File: src/rtl/kei_pkg.sv
// ----------------------------------------------------------------------------
// kei_pkg
// Shared types, field positions and helpers for the keyframe envelope
// interpolator.
// ----------------------------------------------------------------------------
package kei_pkg;

  // Register file layout
  localparam int SLOTS      = 4;
  localparam int CFG_IDX_W  = 3;
  localparam int CFG_DATA_W = 64;
  localparam int TIMING_W   = 49;
  localparam int COLOUR_W   = 64;
  localparam int IDX_W      = 2;

  // Field positions inside a timing word
  localparam int DUR_LSB = 0;
  localparam int TRN_LSB = 16;
  localparam int WID_LSB = 32;
  localparam int EN_BIT  = 48;

  // Value lanes
  localparam int VAL_W      = 16;
  localparam int NUM_VALS   = 5;
  localparam int LANE_WIDTH = 0;
  localparam int LANE_RED   = 1;
  localparam int LANE_GREEN = 2;
  localparam int LANE_BLUE  = 3;
  localparam int LANE_ALPHA = 4;

  // Fraction divider: 17 quotient bits, a few per stage
  localparam int FRAC_W        = 17;
  localparam int DIV_STEPS     = 17;
  localparam int DIV_PER_STAGE = 4;
  localparam int DIV_STAGES    = (DIV_STEPS + DIV_PER_STAGE - 1) / DIV_PER_STAGE;

  // Product of a signed lane difference and an unsigned fraction
  localparam int PROD_W = (VAL_W + 1) + (FRAC_W + 1);

  typedef logic [NUM_VALS-1:0][VAL_W-1:0] kei_vals_t;

  // Which keyframe answers the request and how
  typedef struct packed {
    logic             empty;
    logic             past;
    logic             interp;
    logic [IDX_W-1:0] idx;
  } kei_sel_t;

  // Walk pipeline state
  typedef struct packed {
    logic             done;
    kei_sel_t         sel;
    logic [VAL_W-1:0] a;
    logic [VAL_W-1:0] tr;
  } kei_wstate_t;

  // Divider pipeline state
  typedef struct packed {
    kei_sel_t          sel;
    logic [VAL_W-1:0]  rem;
    logic [VAL_W-1:0]  dvsr;
    logic [FRAC_W-1:0] quo;
  } kei_dstate_t;

  // Selection plus blend fraction
  typedef struct packed {
    kei_sel_t          sel;
    logic [FRAC_W-1:0] frac;
  } kei_frac_t;

  // Unpack one keyframe into its five value lanes
  function automatic kei_vals_t kei_vals(input logic [TIMING_W-1:0] timing,
                                         input logic [COLOUR_W-1:0] colour);
    kei_vals_t v;
    v = '0;
    v[LANE_WIDTH] = timing[WID_LSB +: VAL_W];
    for (int c = 0; c < 4; c++) begin
      v[LANE_RED + c] = colour[c*VAL_W +: VAL_W];
    end
    return v;
  endfunction

endpackage

File: src/rtl/kei_blend.sv
// ----------------------------------------------------------------------------
// kei_blend
// Lane blend: multiply stage, then sum into the output register.
// ----------------------------------------------------------------------------
module kei_blend #(
  parameter int KEYFRAMES = 4
) (
  input  logic                         clk,
  input  logic                         rst_n,
  input  logic                         en,
  input  logic                         in_valid,
  input  kei_pkg::kei_frac_t           in_frac,
  input  logic [kei_pkg::TIMING_W-1:0] key_timing [KEYFRAMES],
  input  logic [kei_pkg::COLOUR_W-1:0] key_colour [KEYFRAMES],
  output logic                         out_valid,
  output kei_pkg::kei_vals_t           out_vals
);
  import kei_pkg::*;

  kei_vals_t                base;
  kei_vals_t                other;
  logic signed [PROD_W-1:0] prod_nxt [NUM_VALS];
  logic signed [PROD_W-1:0] prod_r   [NUM_VALS];
  kei_vals_t                base_r;
  logic                     mul_vld_r;
  kei_vals_t                out_vals_nxt;
  kei_vals_t                out_vals_r;
  logic                     out_valid_r;

  // Pick the keyframe and its successor; the last one pairs with itself
  always_comb begin
    int kn;
    kn    = 0;
    base  = '0;
    other = '0;
    for (int k = 0; k < KEYFRAMES; k++) begin
      kn = (k + 1 < KEYFRAMES) ? k + 1 : k;
      if (in_frac.sel.idx == IDX_W'(k)) begin
        base  = kei_vals(key_timing[k], key_colour[k]);
        other = kei_vals(key_timing[kn], key_colour[kn]);
      end
    end
    if (in_frac.sel.empty) begin
      base = '0;
    end
    if (in_frac.sel.past) begin
      base[LANE_ALPHA] = '0;
    end
  end

  // v = x_i + (x_j - x_i) * f / 2^16, floored
  always_comb begin
    logic signed [VAL_W:0] diff;
    diff = '0;
    for (int l = 0; l < NUM_VALS; l++) begin
      diff        = $signed({1'b0, other[l]}) - $signed({1'b0, base[l]});
      prod_nxt[l] = diff * $signed({1'b0, in_frac.frac});
    end
  end

  always_comb begin
    logic signed [PROD_W-1:0] sum;
    sum = '0;
    for (int l = 0; l < NUM_VALS; l++) begin
      sum             = $signed({{(PROD_W-2*VAL_W){1'b0}}, base_r[l], {VAL_W{1'b0}}})
                        + prod_r[l];
      out_vals_nxt[l] = sum[2*VAL_W-1:VAL_W];
    end
  end

  always_ff @(posedge clk) begin
    if (!rst_n) begin
      mul_vld_r   <= 1'b0;
      out_valid_r <= 1'b0;
    end else if (en) begin
      mul_vld_r   <= in_valid;
      out_valid_r <= mul_vld_r;
    end
  end

  always_ff @(posedge clk) begin
    if (en) begin
      base_r     <= base;
      prod_r     <= prod_nxt;
      out_vals_r <= out_vals_nxt;
    end
  end

  assign out_valid = out_valid_r;
  assign out_vals  = out_vals_r;

endmodule

File: config.mk
export PLATFORM = sky130hd
export DESIGN_NAME = kei_blend
export DESIGN_NICKNAME = d
export VERILOG_FILES = /design/src/rtl/kei_pkg.sv /design/src/rtl/kei_blend.sv
export SDC_FILE = /design/constraint.sdc
export NUM_CORES = 2
export LEC_CHECK = 0
export BUFFER_PORTS_ARGS = -buffer_cell sky130_fd_sc_hd__clkbuf_2
export CAP_MARGIN = 20
export CORE_MARGIN = 4
export CORE_UTILIZATION = 39
export DETAILED_ROUTE_END_ITERATION = 7
export SYNTH_ARGS = -nofsm -noshare
export SYNTH_HDL_FRONTEND = slang
export SYNTH_SLANG_ARGS = --single-unit
export TNS_END_PERCENT = 100
File: constraint.sdc
create_clock -name clk -period 11.25 [get_ports clk]
set_input_delay 0.5625 -clock clk [delete_from_list [all_inputs] [get_ports clk]]
set_output_delay 0.5625 -clock clk [all_outputs]
set_load 0.05 [all_outputs]
======== Yosys cells after proc, flatten, opt, wreduce, memory -nomap -nowiden ========
Index checks and enable logic that the tools add are counted.
storage, ports and cells
  register bits after elaboration ......... 322
  input port bits ......................... 478
  word-level logic and storage cells ...... 46
operators by class
  add/subtract/negate cells ............... 10
  multipliers ............................. 5
  equal/unequal tests ..................... 3
  multiplexer cells ....................... 10
  reduce and logical (&&, ||, !) cells .... 1
operator list
  kind                number
  $mux 80             9
  $add 32x32->32      5
  $mul 17x18->32      5
  $sub 16x16->17      5
  $mux 16             1
  $eq 2x2->1 const B  2
  $eq 2x1->1 const B  1
  $logic_not 2->1     1

======== Depth between registers and ports, before layout ========
  depth after elaboration ................. 9
  mapped depth ............................ 43
  depth with buffers taken out ............ 38

======== Least setup slack after synthesis ========
No wires, ideal clock.
  path kind ............................... input to register
  from .................................... input port in_frac[17] in the netlist's numbering
  to ...................................... register prod_r[101] in the netlist's numbering (data pin)
  arrival time ............................ 10.326 ns
  path slack .............................. 0.656 ns
  cell stages on the path ................. 40
  buffers on the path ..................... 5
  path through ............................ clkbuf_1 -> clkbuf_1 -> buf_1 -> clkbuf_1 -> mux2i_1 -> nor2_1 -> a21oi_1 -> ha_1 -> inv_1 -> fa_1 -> a21o_1 -> a21oi_1 -> nand2b_1 -> a211o_1 -> nand3_1 -> and4_1 -> a311o_1 -> a21oi_1 -> (+4 left out) -> fa_1 -> inv_1 -> fa_1 -> fa_1 -> fa_1 -> inv_1 -> fa_1 -> inv_1 -> ha_1 -> a211oi_1 -> a21oi_1 -> or2_2 -> o211a_1 -> a211o_1 -> a211oi_1 -> o21bai_1 -> xnor2_1 -> xnor3_1
RTL lines
  item                  RTL line         source
  start, declared       kei_blend.sv:12  input kei_pkg::kei_frac_t in_frac,
  end signal, assigned  kei_blend.sv:84  prod_r <= prod_nxt;
  end, declared         kei_blend.sv:23  logic signed [PROD_W-1:0] prod_r [NUM_VALS];

==> flow_summary.rst <==
.. list-table::
   :header-rows: 1

   * - Metric
     - Value
   * - Count of boundary I/O pins
     - 559
   * - CTS tree
     - built
   * - Fraction of the yosys area taken by sequential cells
     - 11.4%
   * - DR iter-0 viols
     - 2,419
   * - Overall die width
     - 412 um
   * - Height of the die
     - 412 um
   * - Tightest Hold Check Type
     - in -> reg
   * - Share of cells above drive strength 1
     - 9.37%
   * - Setup TNS
     - 0 ns
   * - Max Cap Viol
     - 0
   * - Number of filler instances in the final layout
     - 15,800
   * - Post-layout net count
     - 9,619
   * - Count of flip-flops with a built-in enable after synthesis
     - 240
   * - Row count
     - 147
   * - Cell at the root of the clock tree
     - sky130_fd_sc_hd__clkbuf_16
   * - Count of nets left with antenna violations after detail routing
     - 0
   * - Commonest cells after routing, fill and taps aside
     - sky130_fd_sc_hd__inv_1, sky130_fd_sc_hd__fa_1, sky130_fd_sc_hd__nand2_1
   * - Vias post-DR
     - 47,500
   * - Post-cts repair resize count
     - 0
   * - FFs w/ async S/R, synth
     - 0%
   * - Number of instances in the synthesized netlist
     - 7,036
   * - Final routed wirelength across all metal layers
     - 169 mm
   * - DR vias/cell
     - 4.98
   * - Final cycle utilization of the critical path
     - 88.6%
   * - Area added between synthesis and finish
     - 9.19%
   * - Area of the placeable core
     - 0.161 sq mm
   * - Number of clock buffers inserted by TritonCTS
     - 30
   * - Cell with the largest stage delay on the worst path
     - sky130_fd_sc_hd__xnor2_1
   * - #FFs+latches synth
     - 242
   * - Number of optimization iterations in the first detailed-route pass
     - 5
   * - GRT Resource Usage Total
     - 20.2%
   * - Routed wire length per instance
     - 17.8 um
   * - Port Buffers
     - 425
   * - CTS sink count
     - 242
   * - Pin count of the biggest net entering global routing
     - 86
   * - Type of the worst setup path
     - in -> reg
   * - Synth Area per Inst
     - 9.03 sq um
   * - Highest achievable clock rate
     - 100 MHz
   * - Arrival @ worst endpoint
     - 10.32 ns
   * - Slew @ Worst Pin
     - 1.11 ns
   * - CP dominant cell by count
     - sky130_fd_sc_hd__fa_1
   * - Final Max Tran Viols
     - 0
   * - Relative max-transition margin
     - 25.7%
   * - Dominant register cell in the synthesized netlist
     - sky130_fd_sc_hd__edfxtp_1
   * - Synthesized area
     - 0.0636 sq mm
   * - Die area
     - 0.169 sq mm
   * - Clock insertion delay at the later pin of the skew report
     - 0.63 ns
   * - Unrepaired setup endpoints after global routing
     - false
   * - Setup repair bufs after CTS
     - 0
   * - Post-cts hold buffer count
     - 0
   * - Remaining design rule violation count
     - 0
   * - Max clock buf depth
     - 3
   * - First-pass GRT wire length
     - 274 mm
   * - # setup viols final
     - 0
   * - Nature of the critical path startpoint
     - input pin
   * - Highest fanout seen on the critical path
     - 31
   * - Htree depth
     - 1
   * - Clk_skew
     - 0.0241 ns
   * - Largest stage delay, worst path
     - 0.78 ns
   * - Final hold viol count
     - 0
   * - Initial core utilization
     - 39.4%
   * - Post-DP HPWL
     - 134 mm
   * - Endpoint type of the worst setup path
     - flop
   * - Most common library cell in the layout ignoring fill and taps
     - sky130_fd_sc_hd__inv_1
   * - Number of distinct library cell variants in the gate-level netlist after synthesis
     - 70
   * - Global-route congestion overflow total
     - 0
   * - Minimum period implied by the final worst setup slack
     - 9.97 ns
   * - Via count of the first global-routing pass
     - 51,300
   * - Initial antenna violation count
     - 12
   * - Nets in the synthesized netlist
     - 9,325
   * - Count of warnings emitted by yosys
     - 0
   * - Run status
     - finished clean
   * - Clock slew seen by the registers of the worst setup and hold paths
     - 0.06 ns
   * - Placer Congestion
     - 0.872
   * - Endpoint required time on the critical path
     - 11.60 ns
==> metrics by stage <==
stage                     hold WS (ns)  area, sq um  setup slack (ns)  util, %  cells
final                            0.156        69400              1.28     43.0   9524
after global routing             0.133        69400             0.763     43.0   9518
after CTS                        0.111        69400              1.43     43.0   9514
after detailed placement         0.517        68500             0.836     42.5   9458
after global placement           0.497        68500             0.929     42.4   9457
after floorplan                  0.482        63600             0.656        -   7036
==> logic make-up (layout without fill, tap and decap cells) <==
logic type	Yosys count	after routing	synth area share [%]
buffers and inverters	1875	2193	11.1
AND/OR/NAND/NOR	2090	2090	16.0
multiplexers	177	177	2.92
other	0	10	0
adder cells (fa/ha/maj)	1811	1811	48.9
flip-flops	242	242	11.4
XOR/XNOR	207	207	2.94
AO/OA/AOI/OAI	634	634	6.71
==> metal layers <==
| layer | vias up | part of all wire [%] | routed length [um] | track usage [%] |
|---|---|---|---|---|
| met2 | 1161 | 48 | 81200 | 34.5 |
| li1 | 22200 | - | - | - |
| met4 | 2 | 2.1 | 3580 | 4.47 |
| met5 | - | 0.0083 | 14 | 0 |
| met1 | 23900 | 44 | 75100 | 27.5 |
| met3 | 180 | 5.5 | 9350 | 2.27 |
==> flip-flops by register name, summed over array words and instances (netlist names) <==
name,flops
out_vals,80
prod_r,80
out_valid,1
base_r,80
mul_vld_r,1
==> Yosys cell counts (4+ instances only) <==
master,instances,share of area [%]
sky130_fd_sc_hd__fa_1,1125,35
sky130_fd_sc_hd__o31a_1,7,0.096
sky130_fd_sc_hd__o311ai_0,6,0.083
sky130_fd_sc_hd__or3_1,27,0.27
sky130_fd_sc_hd__buf_1,18,0.11
sky130_fd_sc_hd__xor2_1,50,0.69
sky130_fd_sc_hd__xnor2_1,153,2.1
sky130_fd_sc_hd__nand2_1,965,5.7
sky130_fd_sc_hd__nor3_1,68,0.54
sky130_fd_sc_hd__nand3b_1,8,0.095
sky130_fd_sc_hd__nor2b_1,178,1.8
sky130_fd_sc_hd__mux4_2,5,0.18
sky130_fd_sc_hd__nor3b_1,10,0.12
sky130_fd_sc_hd__and2_1,492,4.8
sky130_fd_sc_hd__clkbuf_1,297,1.8
sky130_fd_sc_hd__mux2i_1,157,2.5
sky130_fd_sc_hd__edfxtp_1,240,11
sky130_fd_sc_hd__o31ai_1,12,0.14
sky130_fd_sc_hd__a31oi_1,13,0.13
sky130_fd_sc_hd__inv_1,1559,9.2
sky130_fd_sc_hd__nand4_1,7,0.069
sky130_fd_sc_hd__o21ai_0,161,1.3
sky130_fd_sc_hd__o211ai_1,13,0.15
sky130_fd_sc_hd__ha_1,686,14
sky130_fd_sc_hd__nand3_1,51,0.40
sky130_fd_sc_hd__a211o_1,66,0.91
sky130_fd_sc_hd__nor2_1,160,0.94
sky130_fd_sc_hd__a211oi_1,80,0.94
sky130_fd_sc_hd__a21boi_0,16,0.19
sky130_fd_sc_hd__and3_1,21,0.21
sky130_fd_sc_hd__a21o_1,39,0.46
sky130_fd_sc_hd__a31o_2,4,0.055
sky130_fd_sc_hd__or2_2,34,0.33
sky130_fd_sc_hd__a2111o_1,4,0.071
sky130_fd_sc_hd__mux2_2,15,0.27
sky130_fd_sc_hd__o21bai_1,8,0.095
sky130_fd_sc_hd__a311oi_1,7,0.096
sky130_fd_sc_hd__o2111ai_1,7,0.096
sky130_fd_sc_hd__a2bb2oi_1,4,0.055
sky130_fd_sc_hd__nand2b_1,51,0.50
sky130_fd_sc_hd__xnor3_1,4,0.14
sky130_fd_sc_hd__o21a_1,42,0.50
sky130_fd_sc_hd__a21oi_1,117,0.92
sky130_fd_sc_hd__and4_1,6,0.083
sky130_fd_sc_hd__a41oi_1,4,0.055
==> cell type report <==
class | instances | area (sq um) | share of cell area (%)
diodes | 10 | 25.0 | 0.0361
clock buffers | 36 | 773 | 1.11
clock inverters | 20 | 116 | 0.168
inverters | 1560 | 5860 | 8.44
multi-input cells | 4919 | 49300 | 71.0
flip-flops and latches | 242 | 7250 | 10.4
well taps | 2160 | 2700 | 3.89
repair buffers | 577 | 3380 | 4.86
==> worst paths after layout <==
check                         start                     end  slack (ns)  cells after the start
max                     in_frac[17]    prod_r[66]$_DFFE_PP_        1.28                     35
min                           rst_n  mul_vld_r$_SDFFE_PN0P_        0.16                      2
max reg2reg    prod_r[86]$_DFFE_PP_  out_vals[46]$_DFFE_PP_        8.02                     13
min reg2reg  mul_vld_r$_SDFFE_PN0P_  mul_vld_r$_SDFFE_PN0P_        0.53                      2
==> worst max-delay path: cells and delay by family <==
| kind | cells | cell delay (ns) |
|---|---|---|
| and+or+nand+nor | 5 | 0.73 |
| AOI/OAI and AO/OA | 10 | 2.40 |
| xor gates and xnor gates | 2 | 0.89 |
| muxes | 1 | 0.53 |
| adders and majority gates | 9 | 3.79 |
| buffers and inverters | 8 | 1.38 |
Power is left out: the tool's default activity adds up to more than one toggle a clock period on the data nets, which glitch-free logic cannot reach.
