===== src/rtl/kei_pkg.sv =====
// ----------------------------------------------------------------------------
// kei_pkg
// Shared types, field positions and helpers for the keyframe envelope
// interpolator.
// ----------------------------------------------------------------------------
package kei_pkg;

  // Register file layout
  localparam int SLOTS      = 4;
  localparam int CFG_IDX_W  = 3;
  localparam int CFG_DATA_W = 64;
  localparam int TIMING_W   = 49;
  localparam int COLOUR_W   = 64;
  localparam int IDX_W      = 2;

  // Field positions inside a timing word
  localparam int DUR_LSB = 0;
  localparam int TRN_LSB = 16;
  localparam int WID_LSB = 32;
  localparam int EN_BIT  = 48;

  // Value lanes
  localparam int VAL_W      = 16;
  localparam int NUM_VALS   = 5;
  localparam int LANE_WIDTH = 0;
  localparam int LANE_RED   = 1;
  localparam int LANE_GREEN = 2;
  localparam int LANE_BLUE  = 3;
  localparam int LANE_ALPHA = 4;

  // Fraction divider: 17 quotient bits, a few per stage
  localparam int FRAC_W        = 17;
  localparam int DIV_STEPS     = 17;
  localparam int DIV_PER_STAGE = 4;
  localparam int DIV_STAGES    = (DIV_STEPS + DIV_PER_STAGE - 1) / DIV_PER_STAGE;

  // Product of a signed lane difference and an unsigned fraction
  localparam int PROD_W = (VAL_W + 1) + (FRAC_W + 1);

  typedef logic [NUM_VALS-1:0][VAL_W-1:0] kei_vals_t;

  // Which keyframe answers the request and how
  typedef struct packed {
    logic             empty;
    logic             past;
    logic             interp;
    logic [IDX_W-1:0] idx;
  } kei_sel_t;

  // Walk pipeline state
  typedef struct packed {
    logic             done;
    kei_sel_t         sel;
    logic [VAL_W-1:0] a;
    logic [VAL_W-1:0] tr;
  } kei_wstate_t;

  // Divider pipeline state
  typedef struct packed {
    kei_sel_t          sel;
    logic [VAL_W-1:0]  rem;
    logic [VAL_W-1:0]  dvsr;
    logic [FRAC_W-1:0] quo;
  } kei_dstate_t;

  // Selection plus blend fraction
  typedef struct packed {
    kei_sel_t          sel;
    logic [FRAC_W-1:0] frac;
  } kei_frac_t;

  // Unpack one keyframe into its five value lanes
  function automatic kei_vals_t kei_vals(input logic [TIMING_W-1:0] timing,
                                         input logic [COLOUR_W-1:0] colour);
    kei_vals_t v;
    v = '0;
    v[LANE_WIDTH] = timing[WID_LSB +: VAL_W];
    for (int c = 0; c < 4; c++) begin
      v[LANE_RED + c] = colour[c*VAL_W +: VAL_W];
    end
    return v;
  endfunction

endpackage


===== src/rtl/kei_div.sv =====
// ----------------------------------------------------------------------------
// kei_div
// Pipelined restoring divider for the blend fraction a * 2^16 / transition.
// ----------------------------------------------------------------------------
module kei_div (
  input  logic                 clk,
  input  logic                 rst_n,
  input  logic                 en,
  input  logic                 in_valid,
  input  kei_pkg::kei_wstate_t in_state,
  output logic                 out_valid,
  output kei_pkg::kei_frac_t   out_frac
);
  import kei_pkg::*;

  logic        vld_r [DIV_STAGES];
  kei_dstate_t st_r  [DIV_STAGES];
  kei_dstate_t head_st;

  always_comb begin
    head_st      = '0;
    head_st.sel  = in_state.sel;
    head_st.rem  = in_state.a;
    head_st.dvsr = in_state.tr;
  end

  for (genvar g = 0; g < DIV_STAGES; g++) begin : g_stage
    kei_dstate_t cur_st;
    kei_dstate_t st_nxt;
    logic        vld_in;

    if (g == 0) begin : g_head
      assign cur_st = head_st;
      assign vld_in = in_valid;
    end else begin : g_body
      assign cur_st = st_r[g-1];
      assign vld_in = vld_r[g-1];
    end

    // first step compares the remainder as is, later steps shift it first
    always_comb begin
      logic [VAL_W:0] trial;
      logic           qbit;
      st_nxt = cur_st;
      trial  = '0;
      qbit   = 1'b0;
      for (int j = 0; j < DIV_PER_STAGE; j++) begin
        if (g*DIV_PER_STAGE + j < DIV_STEPS) begin
          if (g*DIV_PER_STAGE + j == 0) begin
            trial = {1'b0, st_nxt.rem};
          end else begin
            trial = {st_nxt.rem, 1'b0};
          end
          if (trial >= {1'b0, st_nxt.dvsr}) begin
            trial = trial - {1'b0, st_nxt.dvsr};
            qbit  = 1'b1;
          end else begin
            qbit  = 1'b0;
          end
          st_nxt.rem = trial[VAL_W-1:0];
          st_nxt.quo = {st_nxt.quo[FRAC_W-2:0], qbit};
        end
      end
    end

    always_ff @(posedge clk) begin
      if (!rst_n) begin
        vld_r[g] <= 1'b0;
      end else if (en) begin
        vld_r[g] <= vld_in;
      end
    end

    always_ff @(posedge clk) begin
      if (en) begin
        st_r[g] <= st_nxt;
      end
    end
  end

  assign out_valid     = vld_r[DIV_STAGES-1];
  assign out_frac.sel  = st_r[DIV_STAGES-1].sel;
  assign out_frac.frac = st_r[DIV_STAGES-1].sel.interp ? st_r[DIV_STAGES-1].quo : '0;

  // fraction never exceeds one
  a_frac_max: assert property (@(posedge clk) disable iff (!rst_n)
    (vld_r[DIV_STAGES-1] && st_r[DIV_STAGES-1].sel.interp)
      |-> (st_r[DIV_STAGES-1].quo <= FRAC_W'(1 << VAL_W)))
    else $error("blend fraction above one");

  // restoring division keeps the remainder below the divisor
  a_rem_bound: assert property (@(posedge clk) disable iff (!rst_n)
    (vld_r[DIV_STAGES-1] && st_r[DIV_STAGES-1].sel.interp)
      |-> (st_r[DIV_STAGES-1].rem < st_r[DIV_STAGES-1].dvsr))
    else $error("divider remainder out of range");

endmodule


===== config.mk =====
export PLATFORM = sky130hd
export DESIGN_NAME = kei_div
export DESIGN_NICKNAME = d
export VERILOG_FILES = /design/src/rtl/kei_pkg.sv /design/src/rtl/kei_div.sv
export SDC_FILE = /design/constraint.sdc
export NUM_CORES = 1
export LEC_CHECK = 0
export BUFFER_PORTS_ARGS = -buffer_cell sky130_fd_sc_hd__buf_2
export CAP_MARGIN = 20
export CELL_PAD_IN_SITES_DETAIL_PLACEMENT = 2
export CELL_PAD_IN_SITES_GLOBAL_PLACEMENT = 2
export CORE_UTILIZATION = 45
export DETAILED_ROUTE_END_ITERATION = 8
export PLACE_DENSITY = 0.95
export SYNTH_ARGS = -nofsm -noshare
export SYNTH_HDL_FRONTEND = slang
export SYNTH_SLANG_ARGS = --single-unit

===== constraint.sdc =====
create_clock -name clk -period 26.4 [get_ports clk]
set_input_delay 1.32 -clock clk [delete_from_list [all_inputs] [get_ports clk]]
set_output_delay 1.32 -clock clk [all_outputs]
set_load 0.03 [all_outputs]

**Yosys cells after proc, flatten, opt, wreduce, memory -nomap -nowiden**

Memories as Yosys holds them, arrays and structs flattened.
Index checks and enable logic that the tools add are counted.

- Register bits after elaboration: 0
- Bits in latches: 0
- RAM bits: 275
- Memory bits (read-only): 0
- Output and inout bits: 23
- Memories: 2

- Add/sub/neg operators: 17
- Multipliers: 0
- Divide/modulo/power cells: 0
- $lt $le $gt $ge: 17
- Equal/unequal tests: 0
- Shifts and indexed selects: 0
- Muxes and demuxes: 45
- Bitwise logic cells: 5
- Reductions and logical operators: 0

Memories:

| name | words | width | rd ports | clocked after Yosys merged registers in | write ports | RTL line | text |
|---|---|---|---|---|---|---|---|
| st_r | 5 | 54 | 5 | 0 | 5 | kei_div.sv:17 | `kei_dstate_t st_r [DIV_STAGES];` |
| vld_r | 5 | 1 | 5 | 0 | 5 | kei_div.sv:16 | `logic vld_r [DIV_STAGES];` |

Operators by type and width:

| operator | count |
|---|---|
| $ge A17 B16 Y1 | 16 |
| $mux W16 | 17 |
| $sub A16 B16 Y16 | 17 |
| $mux W1 | 27 |
| $mux W17 | 1 |
| $ge A16 B16 Y1 | 1 |
| $or A1 B1 Y1 | 5 |

**Logic depth before layout (Yosys ltp)**

Gate-level depths: netlist (run 1).
An unclocked memory read counts as a cell.

- Depth in word-level cells: 9
- Mapped depth: 48

**Least setup slack after synthesis (run 1)**

Ideal clock, no wire load.

- Kind: input port to flip-flop
- Start point: in in_state[16] (netlist name)
- End point: mem st_r[0][41] (netlist name) (data pin)
- Library setup time: 262 ps
- Arrival time: 10,366 ps
- Data required time: 26,138 ps
- Slack: 15,772 ps
- Stages: 44
- Path through: inv_1 ha_1 inv_1 fa_1 a211oi_1 o21ai_1 o311ai_1 a311o_1 a21bo_1 and2_1 clkbuf_1 clkbuf_1 mux2_2 ha_1 o21ai_1 a21boi_1 o31a_1 o41a_1 [8 not listed] a2111oi_0 o21ai_1 a31oi_1 nor2_1 o21ai_1 buf_2 mux2_1 ha_1 a21o_1 a31o_2 a21oi_1 a21oi_1 a21oi_1 o311ai_1 a31o_1 buf_2 buf_2 mux2_1

RTL lines:

| element | RTL line | text |
|---|---|---|
| start, declared | kei_div.sv:10 | `input kei_pkg::kei_wstate_t in_state,` |
| end, declared | kei_div.sv:17 |  |

==> results of run 1 <==
cells by family after synthesis:
group	after synthesis	synth area share
adder cells (fa/ha/maj)	265	0.1557
multiplexers	165	0.08732
XOR/XNOR	187	0.07605
AO/OA/AOI/OAI	677	0.2054
flip-flops	215	0.2993
buffers and inverters	186	0.03521
AND/OR/NAND/NOR	608	0.1410
worst min path at each step:
stage / start / endpoint / slack (ps) / depth (start not counted)
after floorplan: st_r[0][49] / st_r[0][103] / 400 / 0
after global placement: st_r[0][50] / st_r[0][104] / 400 / 0
after detailed placement: st_r[0][59] / st_r[0][117] / 410 / 0
after CTS: st_r[0][54] / st_r[0][112] / 410 / 0
after global routing: st_r[0][57] / st_r[0][115] / 430 / 0
final: st_r[0][54] / st_r[0][112] / 410 / 0
layer usage:
| layer | GRT usage | up-vias | wire (µm) |
|---|---|---|---|
| met5 | 0 | - | 0 |
| met4 | 0.2646 | 0 | 7290 |
| met2 | 0.6949 | 1076 | 48230 |
| li1 | - | 8730 | - |
| met3 | 0.06749 | 463 | 6269 |
| met1 | 0.4434 | 10480 | 36160 |
flip-flops by register name, indices dropped and copies added, names as in the netlist:
name,cells
vld_r,5
st_r,210
metrics by stage:
stage                     std cells  utilization  area (µm²)  setup WS [ps]
after floorplan                2303            -       21540          15770
after global placement         2942       0.4799       22480          13460
after detailed placement       2942       0.4799       22480          12880
after CTS                      2992       0.5002       23440          12340
after global routing           2993       0.5003       23440          11760
final                          2993       0.5003       23440          11740
cells in the final DEF (no fill, tap or decap), types with 9 or more instances in the layout:
cell type / n
inv_1: 139
a21oi_1: 195
o21bai_1: 28
xor2_1: 57
a2111oi_0: 9
a21o_1: 96
o21a_1: 41
nor3_1: 56
or3_1: 15
mux2_2: 96
o21ai_0: 109
nor2_1: 152
a31oi_1: 13
and2_1: 28
buf_4: 9
xnor2_1: 130
mux2_4: 9
nand3_1: 46
ha_1: 260
a21boi_0: 9
nor2b_1: 38
nand4_1: 30
clkbuf_16: 27
nand2_1: 133
a211o_1: 10
and3_1: 21
nand2b_1: 35
mux2_1: 51
edfxtp_1: 214
o21ai_1: 28
o211ai_1: 17
o31ai_1: 16
nor4_1: 9
a211oi_1: 17
buf_2: 62
or2_2: 13
cell type report:
cell class                 count  area, µm²  area share
multi-input combinational   1902      14340      0.6116
sequential                   215       6446      0.2750
tap                          607      759.5     0.03240
clock buffer                  31      730.7     0.03117
inverter                     146      548.0     0.02338
timing repair buffer          73      397.9     0.01697
clock inverter                19      222.7    0.009501
==> implementation parameters, run 1 <==
Parameter                              Value

Run status
  Run status    finished with violations
  Violations in the final reports    DRC

Critical path
  Crit path launch    st_r[0][134]
  Terminus of the critical flop-to-flop path    st_r[0][197]
  Buffer and inverter count on the worst path    4
  Top delay family on crit path    compound AO/OA/AOI/OAI gates
  Worst setup path end    st_r[0][197]
  Critical Path Stages    41
  Reg2reg start    st_r[0][134]
  R2r setup slk    11740 ps
  Depth of the worst register-to-register path    41
  Crit Path Max Fanout    26
  Highest-delay cell along the critical path    o31ai_1
  Startpoint types    register
  Worst setup path category    register to register
  CP required    26710 ps
  Data arrival time of the critical path    14980 ps
  Cell seen most often among critical-path stages    ha_1
  Critical Path Max Stage Delay    820 ps
  CP Capture Type    register

Floorplan
  Floorplan die area    48740 µm²
  Starting utilization of the core area    0.4597
  Number of ports placed on the die boundary    65
  Core area    46850 µm²
  X dimension of the die    220.8 µm
  Die Height    220.8 µm
  Std-Cell Rows    79

Detailed routing
  Avg Vias per Cell    6.933
  Initial DRC Count    1677
  Remaining DRCs    3
  Detailed-routing iteration count for the pre-antenna-repair pass    8
  WL/cell    32.72 µm
  Final wirelength    97940 µm
  Vias post-DR    20750
  Antenna Violating Nets Remaining    0

GRT
  Maximum number of pins on one net before global-route repair    91
  Total routing resource utilization after global routing    0.3979
  Overflow left after global routing    0
  Initial antenna violation count    2
  First-pass GRT wire length    146200 µm
  Via count of the first global-routing pass    22850

Logic synthesis
  Post-Synthesis Cell Area    21540 µm²
  Area leader, netlist    edfxtp_1
  Synth async-reset ratio    0
  Most used DFF post-synth    edfxtp_1
  Register area share after synthesis    0.2993
  Most common cell in the synthesized netlist    ha_1
  Average size of a mapped cell    9.352 µm²
  Post-Syn Nets    2610
  Synth top area share    0.2984
  #FFs+latches synth    215
  Cell variety after synth    93
  Top post-synthesis cells by area    edfxtp_1 (30%), ha_1 (15%), xnor2_1 (5.3%)
  Number of synthesized flops with an enable pin    214
  Commonest cells in the synthesized netlist    ha_1 (260), edfxtp_1 (214), a21oi_1 (195), nor2_1 (152), inv_1 (139)
  Count of warnings emitted by yosys    0
  Number of instances in the synthesized netlist    2303

CTS
  Number of buffers inserted to repair setup after CTS    0
  Root cell of the clock tree    clkbuf_16
  CTS sink cnt    215
  Max H-tree Level    1
  Maximum number of buffers from clock root to sink    3
  Clock latency reported for the late side of the worst-skew pair    590 ps
  CTS tree    yes
  Number of hold buffers added after cts    0
  Post_cts resized    0
  Clock-pin slew reported for the worst setup and hold paths after clock tree synthesis    70 ps
  CTS Buf Count    27

Finish
  Antenna diode count    0
  P&R area growth vs syn    8.842%
  Proportion of layout cells with a drive suffix above 1    0.1111
  Fill cells    4917
  Net total in the final layout    2672

Placement
  I/O Buffers    63
  Post-DP HPWL    67470 µm
  Final estimated routing congestion in global placement    0.8865

Min path
  Worst hold path class    register to register

STA
  Clock Skew    43.11 ps
  Max-slew violation total from the final report    0
  Final worst path period need    14670 ps
  RSZ-0062 raised after global routing    false
  Endpoints failing hold    0
  Maximum frequency from static timing analysis    68.19 MHz
  Setup tns final    0 ps
  Period Utilization, post-route    0.5555
  Tightest Pin Transition    1213 ps
  Worst Hold Slack    408.1 ps
  Finish-stage setup viols    0
  Worst slew slack as a fraction of its limit    0.1805

Flow run
  Count of maximum capacitance violations    0
Power of run 1 is left out: the tool's default activity adds up to more than one toggle a clock period on the data nets, which glitch-free logic cannot reach.
==> inputs of run 2 (changes only) <==
- ABC_AREA: not set -> 1
- CORE_UTILIZATION: 45 -> 38
- clock period: 26.4 -> 14.7 ns (I/O delays scaled with it)
==> run 2 against run 1 <==
Effect of this change:
- the flow now finishes without violations
- cell count rose by 35%
- critical path depth rose by 5
- synthesized cell count rose by 39%
- first-iteration DRC count rose by 1.8%
- via count rose by 20%
- routed wire length rose by 19%
- cell area rose by 5.5%
- hold slack got worse by 120 ps
- worst setup slack got worse by 8300 ps
- synthesized area rose by 6.3%
- clock skew rose by 45 ps
- flip-flop and latch count did not move
- largest cell class unchanged
- highest routed layer unchanged
==> implementation parameters, run 2 <==
Parameter                              Value

Finish
  Register containing the most flip-flops in the final layout    st_r
  Post-route cell area    24720 µm² (+5.5%)
  Max reg flops    210 (unchanged)
  Most common cell after layout, fill and taps aside    nand2_1
  Proportion of layout cells with a drive suffix above 1    0.06813 (-0.04293)
  Most used cells in the layout excluding fill and tap cells    nand2_1 (1066), inv_1 (378), ha_1 (260)
  Fill cells    7035 (+43%)
  Net total in the final layout    3563 (+33%)
  Top flop regs    st_r: 210 flops, vld_r: 5 flops
  P&R area growth vs syn    7.979%

Critical path
  Crit Path Max Fanout    20 (-23%)
  CP required    15070 ps (-11640 ps)
  Cell seen most often among critical-path stages    nand2_1
  CP Capture Type    register
  Highest-delay cell along the critical path    o21ai_0
  Critical Path Max Stage Delay    720 ps (-100 ps)
  Startpoint types    register
  Data arrival time of the critical path    11690 ps (-3290 ps)
  Worst setup path category    register to register

Placement
  I/O Buffers    63 (unchanged)
  Post-DP HPWL    79090 µm (+17%)
  Worst-case setup slack after placement    4367 ps (-8509 ps)
  Final estimated routing congestion in global placement    0.8812 (-0.60%)
  Instance area after placement    23850 µm² (+6.1%)

Logic synthesis
  Top post-synthesis cells by area    edfxtp_1 (28%), nand2_1 (17%), ha_1 (14%)
  Count of warnings emitted by yosys    0 (unchanged)
  Area leader, netlist    edfxtp_1
  Number of instances in the synthesized netlist    3211 (+39%)
  Register area share after synthesis    0.2815 (-0.01776)
  Average size of a mapped cell    7.130 µm² (-24%)
  Post-synthesis compound-gate area fraction    0.1233 (-0.08214)
  Cell variety after synth    59 (-37%)
  Post-Synthesis Cell Area    22900 µm² (+6.3%)
  Number of synthesized flops with an enable pin    214 (unchanged)
  #FFs+latches synth    215 (unchanged)
  Synth Area in XOR/XNOR    0.07383 (-0.002218)
  Arithmetic-cell share of the synthesized area counting full adders, half adders and majority gates    0.1465 (-0.009240)
  Post-Syn Nets    3518 (+35%)
  Simple-gate share of the synthesized area    0.2919 (+0.1509)
  Most common cell in the synthesized netlist    nand2_1
  Most used DFF post-synth    edfxtp_1
  Dominant combinational cell family by area after synthesis    simple AND/OR/NAND/NOR gates
  Commonest cells in the synthesized netlist    nand2_1 (1066), inv_1 (378), ha_1 (260), a21oi_1 (232), edfxtp_1 (214)
  Share of cell area taken by muxes after synthesis    0 (-0.08732)
  Synth top area share    0.2807 (-0.01771)
  Synth async-reset ratio    0 (unchanged)

Flow run
  Count of maximum capacitance violations    0 (unchanged)

CTS
  CTS sink cnt    215 (unchanged)
  Clock-pin slew reported for the worst setup and hold paths after clock tree synthesis    60 ps (about the same)
  Max H-tree Level    1 (unchanged)
  CTS Buf Count    28 (+3.7%)
  CTS tree    yes
  Clock latency reported for the late side of the worst-skew pair    660 ps (+70 ps)
  Number of buffers inserted to repair setup after CTS    0 (unchanged)
  Post_cts resized    0 (unchanged)
  Maximum number of buffers from clock root to sink    3 (unchanged)
  Number of hold buffers added after cts    0 (unchanged)
  Root cell of the clock tree    clkbuf_16

Floorplan
  Floorplan die area    61240 µm² (+26%)
  Starting utilization of the core area    0.3865 (-0.07320)
  Std-Cell Rows    89 (+13%)
  Core area    59240 µm² (+26%)
  Number of ports placed on the die boundary    65 (unchanged)
  X dimension of the die    247.5 µm (+12%)
  Die Height    247.5 µm (+12%)

Detailed routing
  Highest metal layer used by the detailed router    met4
  Antenna Violating Nets Remaining    0 (unchanged)
  Met1 wire length    42860 µm (+19%)
  Vias post-DR    24800 (+20%)
  Initial DRC Count    1708 (+1.8%)
  Detailed-routing iteration count for the pre-antenna-repair pass    7 (-1)
  Remaining DRCs    0 (-3)
  Routed wire length on met2    56920 µm (+18%)
  WL/cell    28.85 µm (-12%)
  Met3 layer wire length in the routed design    7317 µm (+17%)
  Final wirelength    116800 µm (+19%)
  Avg Vias per Cell    6.125 (-12%)

STA
  Period Utilization, post-route    0.7695 (+0.2140)
  Setup tns final    0 ps (unchanged)
  Worst slew slack as a fraction of its limit    0.2612 (+0.08074)
  Final worst path period need    11310 ps (-3354 ps)
  Max-slew violation total from the final report    0 (unchanged)
  Endpoints failing hold    0 (unchanged)
  Clock Skew    88.48 ps (+45.37 ps)
  Crit path setup slack, layout    3389 ps (-8346 ps)
  Tightest Pin Transition    1108 ps (-105.2 ps)
  Finish-stage setup viols    0 (unchanged)
  Maximum frequency from static timing analysis    88.41 MHz (+30%)
  RSZ-0062 raised after global routing    false

GRT
  Maximum number of pins on one net before global-route repair    110 (+21%)
  Overflow left after global routing    0 (unchanged)
  Initial antenna violation count    2 (unchanged)
  Total routing resource utilization after global routing    0.3804 (-0.01746)
  First-pass GRT wire length    177100 µm (+21%)
  Via count of the first global-routing pass    28340 (+24%)

Run status
  Run status    finished, final reports clean

Min path
  Worst hold path class    primary input to register
==> run 2: cell types whose count changed after synthesis, moves of 31 or more <==
cell	previous run	this run
nor3_1	56	13
inv_1	139	378
nand3_1	46	168
mux2_2	96	0
nand2b_1	35	0
mux2_1	51	0
a21o_1	96	18
a21oi_1	195	232
xor2_1	57	88
nand2_1	133	1066
o21a_1	41	10
nor2_1	152	184
nor2b_1	38	1
==> run 2: final timing paths <==
kind | startpoint | endpoint | slack [ps] | cells past startpoint
setup reg to reg | st_r[0][85] | st_r[0][146] | 3390 | 46
hold / removal | in_state[33] | st_r[0][50] | 290 | 1
hold reg to reg | st_r[0][212] | st_r[0][266] | 420 | 0
setup / recovery | st_r[0][85] | st_r[0][146] | 3390 | 46
==> run 2: stage by stage <==
stage | hold slack, ps | cells | util
after detailed placement | 405.1 | 3999 | 0.4026
after CTS | 274.6 | 4046 | 0.4172
after global routing | 290.2 | 4047 | 0.4172
final | 288.9 | 4049 | 0.4173
after floorplan | 400.3 | 3211 | -
after global placement | 400.6 | 3999 | 0.4026
==> run 2: final cells by class <==
type | count | area (µm²) | share of cell area
Antenna cell | 3 | 7.507 | 0.0003037
Tap cell | 773 | 967.2 | 0.03912
Inverter | 404 | 1526 | 0.06174
Timing Repair Buffer | 68 | 362.8 | 0.01468
Clock buffer | 37 | 734.5 | 0.02971
Multi-Input combinational cell | 2539 | 14550 | 0.5885
Sequential cell | 215 | 6446 | 0.2607
Clock inverter | 10 | 127.6 | 0.005162
==> run 2: logic make-up after synthesis <==
group | Yosys count
AOI/OAI and AO/OA | 505
xor gates and xnor gates | 193
adders and majority gates | 265
buffers and inverters | 457
DFF | 215
and+or+nand+nor | 1576
==> run 2: per-layer routing <==
layer | vias up | track usage
met5 | - | 0
met4 | 0 | 0.2932
met3 | 553 | 0.07807
met2 | 1157 | 0.6609
met1 | 12400 | 0.4036
li1 | 10690 | -
==> run 2: critical path: cells and delay by family, from the launching register on <==
family | cells | cell delay (ps)
buffers and inverters | 7 | 1530
AO/OA/AOI/OAI | 8 | 2440
adder cells (fa/ha/maj) | 4 | 1720
flip-flops | 1 | 490
AND/OR/NAND/NOR | 27 | 4860
Power of run 2 is left out for the same reason.
